==> src/sactl_pkg.sv <==
`timescale 1ns / 1ps

package sactl_pkg;

    localparam int DEF_NUM_SETS    = 64;
    localparam int DEF_NUM_WAYS    = 4;
    localparam int DEF_BLOCK_BYTES = 32;

    localparam int ADDR_W = 32;
    localparam int TIME_W = 32;

    localparam logic ACT_ACCESS = 1'b0;
    localparam logic ACT_INVAL  = 1'b1;

    typedef struct packed {
        logic              action;
        logic [ADDR_W-1:0] address;
        logic [1:0]        way_select;
        logic [TIME_W-1:0] now;
    } req_t;

    typedef struct packed {
        logic              hit;
        logic              fill_request;
        logic [1:0]        fill_way;
        logic [ADDR_W-1:0] fill_block_address;
    } rsp_t;

    typedef struct packed {
        logic clear_row;
        logic capture;
        logic scan_step;
        logic commit;
    } cmd_t;

    typedef struct packed {
        logic clear_last;
        logic scan_last;
        logic is_inval;
    } status_t;

    function automatic int floor_log2(input int n);
        int r;
        int v;
        r = 0;
        v = n;
        while (v > 1)
        begin
            v = v >> 1;
            r = r + 1;
        end
        return r;
    endfunction

endpackage

==> src/sactl_ctrl.sv <==
`timescale 1ns / 1ps

module sactl_ctrl (
    input  logic               clk,
    input  logic               rst_n,
    input  logic               req_valid,
    output logic               req_stall,
    output logic               rsp_valid,
    input  logic               rsp_stall,
    input  sactl_pkg::status_t status,
    output sactl_pkg::cmd_t    cmd
);
    import sactl_pkg::*;

    localparam logic [1:0] ST_CLEAR  = 2'd0;
    localparam logic [1:0] ST_IDLE   = 2'd1;
    localparam logic [1:0] ST_SCAN   = 2'd2;
    localparam logic [1:0] ST_COMMIT = 2'd3;

    logic [1:0] state_reg;
    logic [1:0] state_next;
    logic       rsp_valid_reg;
    logic       rsp_valid_next;

    always_ff @(posedge clk or negedge rst_n)
    begin
        if (!rst_n)
        begin
            state_reg     <= ST_CLEAR;
            rsp_valid_reg <= 1'b0;
        end
        else
        begin
            state_reg     <= state_next;
            rsp_valid_reg <= rsp_valid_next;
        end
    end

    always_comb
    begin
        state_next     = state_reg;
        rsp_valid_next = rsp_valid_reg;
        cmd            = '0;
        if (rsp_valid_reg && !rsp_stall)
        begin
            rsp_valid_next = 1'b0;
        end
        case (state_reg)
            ST_CLEAR:
            begin
                cmd.clear_row = 1'b1;
                if (status.clear_last)
                begin
                    state_next = ST_IDLE;
                end
            end
            ST_IDLE:
            begin
                if (req_valid)
                begin
                    cmd.capture = 1'b1;
                    state_next  = ST_SCAN;
                end
            end
            ST_SCAN:
            begin
                cmd.scan_step = 1'b1;
                if (status.is_inval || status.scan_last)
                begin
                    state_next = ST_COMMIT;
                end
            end
            ST_COMMIT:
            begin
                if (!rsp_valid_reg || !rsp_stall)
                begin
                    cmd.commit     = 1'b1;
                    rsp_valid_next = 1'b1;
                    state_next     = ST_IDLE;
                end
            end
            default:
            begin
                state_next = ST_CLEAR;
            end
        endcase
    end

    assign req_stall = (state_reg != ST_IDLE);
    assign rsp_valid = rsp_valid_reg;

endmodule

==> config.mk <==
export PLATFORM = sky130hd
export DESIGN_NAME = sactl_ctrl
export DESIGN_NICKNAME = d
export VERILOG_FILES = /design/src/sactl_pkg.sv /design/src/sactl_ctrl.sv
export SDC_FILE = /design/constraint.sdc
export NUM_CORES = 1
export LEC_CHECK = 0
export BUFFER_PORTS_ARGS = -buffer_cell sky130_fd_sc_hd__buf_4
export CAP_MARGIN = 20
export CORE_AREA = 4 4 41 43
export CTS_CLUSTER_SIZE = 14
export DETAILED_ROUTE_END_ITERATION = 12
export DIE_AREA = 0 0 45 47
export SYNTH_ARGS = -nofsm -noshare
export SYNTH_HDL_FRONTEND = slang
export SYNTH_SLANG_ARGS = --single-unit
==> constraint.sdc <==
create_clock -name clk -period 3.9 [get_ports clk]
set_clock_uncertainty 0.1 [all_clocks]
set_input_delay 0.78 -clock clk [delete_from_list [all_inputs] [get_ports clk]]
set_output_delay 0.78 -clock clk [all_outputs]
set_load 0.005 [all_outputs]
## Yosys cells after proc, flatten, opt, wreduce, memory -nomap -nowiden

Index checks and enable logic that the tools add are counted.

| word-level totals | value |
|---|---|
| flip-flop bits (word level) | 3 |
| bits in latches | 0 |
| RAM bits | 0 |
| ROM bits | 0 |
| bits of input ports | 7 |
| output and inout bits | 6 |
| word-level logic and storage cells | 31 |
| memories kept | 0 |

| operators by class | value |
|---|---|
| add/sub/neg operators | 0 |
| multiply operators | 0 |
| divide/modulo/power cells | 0 |
| magnitude comparators | 0 |
| equal/unequal tests | 8 |
| shifts and indexed selects | 0 |
| muxes and demuxes | 14 |
| bitwise operators | 0 |
| reductions and logical operators | 7 |

Operators with widths:

| kind | count |
|---|---|
| 1-bit two-way mux | 9 |
| 2-bit two-way mux | 4 |
| 2-bit != test (second input constant) | 4 |
| 2-bit case mux with 4 select lines | 1 |
| 2-bit equality test (second input constant) | 2 |
| 4-bit AND reduction | 1 |
| 2-bit by 1-bit equality test with 1-bit output (second input constant) | 1 |
| 1-bit logical NOT | 2 |
| 2-bit logical NOT | 1 |
| 1-bit logical OR | 2 |
| 2-bit by 1-bit != test with 1-bit output (second input constant) | 1 |
| 1-bit logical AND | 1 |

## Depth between registers and ports, before layout

Gate-level depths: netlist of run 1.

| depth | value |
|---|---|
| depth after elaboration | 5 |
| gate-level depth with buffers | 5 |
| mapped depth without buffers | 5 |

## Worst setup path after synthesis of run 1

Ideal clock, no wire load.

| path | value |
|---|---|
| path kind | input -> output |
| start | in rsp_stall |
| end | out cmd[0] in the netlist's numbering |
| arrival | 0.956 ns |
| data required time | 3.020 ns |
| setup slack | 2.064 ns |
| stages on the path | 1 |
| path buffers | 0 |
| cell sequence | a21boi_0 |

| between the ends | value |
|---|---|
| word-level cells in the longest chain between the ends | 4 |

RTL lines:

| what | RTL line | RTL |
|---|---|---|
| start, declared | sactl_ctrl.sv:9 | `input logic rsp_stall,` |
| 1-bit logical NOT | sactl_ctrl.sv:75 | `if (!rsp_valid_reg \|\| !rsp_stall)` |
| 1-bit logical OR | sactl_ctrl.sv:75 |  |
| 1-bit two-way mux | sactl_ctrl.sv:75 |  |
| 1-bit two-way mux | sactl_ctrl.sv:48 | `case (state_reg)` |
| end, declared | sactl_ctrl.sv:11 | `output sactl_pkg::cmd_t cmd` |

Every way passes these cells.

==> results of run 1 <==
==> routing by layer <==
layer,share of wire [%],track usage (%)
met5,0,0
met2,29,5.93
met3,22,7.28
met1,49,8.18
met4,0,1.75
==> cell usage after synthesis <==
cell type / n
a21boi_0: 1
a21o_1: 1
and2_1: 1
dfrtp_1: 3
ha_1: 4
inv_1: 3
mux2_4: 1
mux2i_1: 1
nand2b_1: 1
nand3_1: 1
o2111ai_2: 1
or3b_1: 1
==> path summary, 6_finish.rpt <==
path,startpoint,to
setup / recovery,state_reg[1],cmd[2]
hold / removal,rst_n,rsp_valid
setup reg to reg,state_reg[0],state_reg[1]
hold reg to reg,rsp_valid,rsp_valid
max in group asynchronous,rst_n,state_reg[0]
min in group clk,rsp_valid,rsp_valid
==> area by class of cell <==
type / count / area [um2] / share of cell area [%]
multi-input combinational: 13 / 131 / 37.2
timing repair buffer: 12 / 90.1 / 25.5
sequential: 3 / 75.1 / 21.3
clock buffer: 4 / 26.3 / 7.45
tap: 15 / 18.8 / 5.32
inverter: 3 / 11.3 / 3.19
==> logic make-up (layout without fill, tap and decap cells) <==
kind of cell | Yosys count | after routing | synth area share (%)
AO/OA/AOI/OAI | 3 | 3 | 13.8
AND/OR/NAND/NOR | 4 | 4 | 12.1
buffers and inverters | 3 | 19 | 5.17
multiplexers | 2 | 2 | 11.5
adder cells (fa/ha/maj) | 4 | 4 | 23.0
flip-flops | 3 | 3 | 34.5
==> per-stage QoR <==
step | hold WS (ns) | instance area [um2]
3_5_place_dp | 0.418 | 327
3_3_place_gp | 0.412 | 327
5_1_grt | 0.218 | 353
2_1_floorplan | 0.384 | 218
6_report | 0.233 | 353
4_1_cts | 0.224 | 353
==> power by group through the flow <==
stage	registers (mW)	clock network [mW]	logic, mW
final	0.0633	0.0546	0.151
after global routing	0.0664	0.0627	0.168
after CTS	0.0632	0.0578	0.153
after detailed placement	0.0632	0	0.152
after global placement	0.0629	0	0.149
after floorplan	0.0610	0	0.0890
==> impl_metrics.tcl, run 1 <==
set metrics [dict create \
    h-tree-depth 1 \
    switching_share_pct 34.4 \
    dpl_worst_slack_ns 1.85 \
    syn-cell-area_um2 218 \
    yosysSeqAreaShare_pct 34.5 \
    peakVddDrop_mv 0.334 \
    grt_antenna_before_repair 0 \
    cts_tree "yes" \
    combPwrFrac_pct 56.2 \
    vias 188 \
    final_core_util_pct 27.1 \
    r2r.worst_path.cells 5 \
    maxSlewViolCount 0 \
    cts_resized 0 \
    grt_pass1_wl_um 828 \
    tritoncts.num_buffers 3 \
    critical_path.startpoint_type "flip-flop" \
    timing.fmax_mhz 484 \
    drtAntennaViolNets 0 \
    hold_viol_final 0 \
    dr.pass1.iters 1 \
    post-route-min-period_ns 2.07 \
    max_stage_delay_ns 0.39 \
    hold_class "in -> async" \
    cts_num_sinks 3 \
    cp_top_family "flip-flops" \
    grt_start_max_net_pins 5 \
    p_per_area_nw_per_um2 764 \
    routed_wl_um 523 \
    clock_latency_ns 0.23 \
    ys_types 12 \
    setup_viol 0 \
    final_common_cell "buf_4" \
    ys_seq_elements 3 \
    p_sw_uw 92.8 \
    track_usage_pct 6.24 \
    drtIter0Drc 0 \
    path_max_fanout 4 \
    finalPower_uw 269 \
    drive_gt1_share_pct 48.6 \
    syn_nets 30 \
    place.gp.congestion 0.750 \
    final_net_count 47 \
    worst_pin_slew_ns 0.241 \
    ys.warnings.count 0 \
    post-place-cells 46 \
    crit_chain "inv_1 > ha_1 > and2_1 > buf_4" \
    die_x_um 45 \
    p_leak_nw 0.189 \
    grt_pass1_vias 189 \
    p_int_uw 177 \
    synthCells 19 \
    cts-root-buf "clkbuf_4" \
    instances_no_fill 50 \
    io_pins 13 \
    rsz0062_at_grt "false" \
    seqPwrFrac_pct 23.5 \
    portBuffers 12 \
    crit_arrival_ns 1.19 \
    nFillCells 149 \
    largest_reg_flops 2 \
    synth_area_leader_cell "dfrtp_1" \
    synth.area.top_cells "dfrtp_1, ha_1, mux2_4" \
    worst-path-buf-inv 2 \
    start_util_pct 16.7 \
    max_cap_violations 0 \
    rows 13 \
    cp.required_ns 3.02 \
    outcome "finished, final reports clean" \
    syn_avg_cell_area_um2 11.5 \
    area_growth_pct 62.1 \
    slowest_stage "dfrtp_1" \
    relSlewSlack_pct 83.9 \
    pwr-share-clk_pct 20.3 \
    grt-ovfl-total 0 \
    drc 0 \
    die_y_um 47 \
    cp_num_cells 4 \
    netlist.area_leader.share_pct 34.5 \
    design.die.area_um2 2120 \
    diodes 0 \
    post-route-period-util_pct 53.0 \
    fin_ws_ns 1.83 \
    hpwl_um 412 \
    r2r_slack_ns 2.19 \
    end_kind "output port" \
    routed_via_density 3.76 \
    drt-wirelength-per-cell_um 10.5 \
    worstSetupPathType "reg -> out" \
    ctsHoldBuffers 0 \
    tns_ns 0 \
    core-area_um2 1300 \
    cts.clk_slew.worst_paths_ns 0.04 \
    mostFrequentLayoutCells "buf_4, ha_1, inv_1, clkbuf_4, dfrtp_1" \
    cts_setup_buffers 0 \
    clockBufferDepth 2 \
]
Power figures use the tool's default switching activity.
==> run 2, diff against run 1 <==
==> constraint.sdc (replaced) <==
create_clock -name clk -period 1.9 [get_ports clk]
set_clock_uncertainty 0.1 [all_clocks]
set_input_delay 0.38 -clock clk [delete_from_list [all_inputs] [get_ports clk]]
set_output_delay 0.38 -clock clk [all_outputs]
set_load 0.005 [all_outputs]
==> run 2 against run 1 <==
Effect of this change: global-route usage shrank 0.62 points; clock-buffer cell count is the same; wire length shrank 8.2%; setup slack lost 1.6 ns; cell area grew 2.8%; power grew 100%; sequential power grew 100%; flip-flop and latch count is the same; register-to-register slack lost 2.0 ns; combinational power grew 100%; hold slack gained 0.033 ns; clock power grew 100%; critical path type is now reg -> reg.
==> impl_metrics.tcl, run 2 (same netlist as run 1, synthesis figures left out) <==
set metrics [dict create \
    outcome "finished, final reports clean" \
    maxSlewViolCount 0 \
    grtUsageMet3_pct 3.83 \
    area_growth_pct 66.7 \
    drtIter0Drc 4 \
    place.gp.congestion 0.786 \
    r2r_start "state_reg[0]" \
    h-tree-depth 1 \
    dpl_worst_slack_ns 0.216 \
    holdPathEnd "rsp_valid" \
    post-route-period-util_pct 88.4 \
    peakVddDrop_mv 0.378 \
    core-area_um2 1300 \
    grt_antenna_before_repair 0 \
    top_usage_layer "met4" \
    diodes 0 \
    io_pins 13 \
    cts.clk_slew.worst_paths_ns 0.03 \
    tritoncts.num_buffers 3 \
    grt_pass1_wl_um 731 \
    relSlewSlack_pct 84.2 \
    cp.required_ns 1.91 \
    routed_wl_um 480 \
    drt-wirelength-per-cell_um 9.41 \
    grt_use_met2_pct 5.93 \
    r2r_end "state_reg[1]" \
    cts_tree "yes" \
    portBuffers 12 \
    worst_pin_slew_ns 0.237 \
    worstSetupPathType "reg -> reg" \
    final_common_cell "buf_4" \
    post-place-cells 46 \
    rsz0062_at_grt "false" \
    timing.fmax_mhz 595 \
    design.die.area_um2 2120 \
    max_cap_violations 0 \
    nFillCells 146 \
    r2r_slack_ns 0.22 \
    rows 13 \
    grt_use_met1_pct 6.39 \
    clockBufferDepth 2 \
    grt_pass1_vias 185 \
    tns_ns 0 \
    drtAntennaViolNets 0 \
    path_max_fanout 3 \
    hold_class "in -> reg" \
    p_per_area_nw_per_um2 1490 \
    p_leak_nw 0.193 \
    largest_reg_flops 2 \
    die_y_um 47 \
    mostFrequentLayoutCells "buf_4, ha_1, inv_1, clkbuf_4, dfrtp_1" \
    clock_latency_ns 0.23 \
    grt-ovfl-total 0 \
    setup_viol 0 \
    start_util_pct 16.7 \
    crit_arrival_ns 1.69 \
    end_kind "flip-flop" \
    vias 190 \
    drive_gt1_share_pct 47.2 \
    hold_depth 2 \
    critical_path.startpoint_type "flip-flop" \
    instances_no_fill 51 \
    r2r.worst_path.cells 5 \
    fin_ws_ns 0.220 \
    cts_num_sinks 3 \
    dr.pass1.iters 4 \
    hold_path_startpoint "rsp_stall" \
    grt_start_max_net_pins 5 \
    final_net_count 48 \
    post-route-min-period_ns 1.68 \
    cts-root-buf "clkbuf_4" \
    routed_via_density 3.73 \
    cts_resized 0 \
    drc 0 \
    hold_viol_final 0 \
    die_x_um 45 \
    track_usage_pct 5.62 \
]
## run 2: cell types whose count changed in the layout (fill, tap and decap cells not counted), sizes merged
cell and change:
dlygate4sd3 +1
## run 2: metrics by stage
| step | util [%] | instance area [um2] | power (mW) | hold slack [ns] |
|---|---|---|---|---|
| finish | 27.9 | 363 | 0.541 | 0.266 |
| global route | 27.9 | 363 | 0.596 | 0.251 |
| CTS | 27.9 | 363 | 0.558 | 0.256 |
| detailed placement | 25.1 | 327 | 0.439 | 0.0784 |
| global placement | 25.1 | 327 | 0.434 | 0.0749 |
| floorplan | - | 218 | 0.308 | -0.0156 |
## run 2: layout make-up
cell class              count  area (um2)  area share (%)
flip-flops and latches      3        75.1            20.7
well taps                  15        18.8            5.17
inverters                   3        11.3            3.10
multi-input cells          13         131            36.2
repair buffers             13         100            27.6
clock buffers               4        26.3            7.24
## run 2: metal layers
layer,vias up,wire [um]
li1,99,-
met1,78,226
met3,0,90
met4,0,0
met2,13,162
met5,-,0
## run 2: worst max path at each step
| stage | from | endpoint | slack [ns] | cells after the start |
|---|---|---|---|---|
| final | state_reg[0] | state_reg[1] | 0.22 | 5 |
| after floorplan | state_reg[0] | state_reg[1] | 0.28 | 5 |
| after CTS | state_reg[0] | state_reg[1] | 0.20 | 5 |
| after global routing | state_reg[0] | state_reg[1] | 0.12 | 5 |
| after global placement | state_reg[0] | state_reg[1] | 0.22 | 5 |
| after detailed placement | state_reg[0] | state_reg[1] | 0.22 | 5 |
## run 2: worst max-delay path: stages, from the launching register on
cell       delay, ns
dfrtp_1         0.39
inv_1           0.10
ha_1            0.17
or3b_1          0.37
o2111ai_2       0.11
mux2_4          0.32
## run 2: report_power, final
part / internal, mW / switching [mW]
sequential: 0.0989 / 0.0301
combinational: 0.184 / 0.119
clock: 0.0785 / 0.0310
## run 2: what timing repair did
item	4_1_cts	5_1_grt
endpoints found under the hold margin	3	0
setup buffers	0	0
hold buffers	1	0
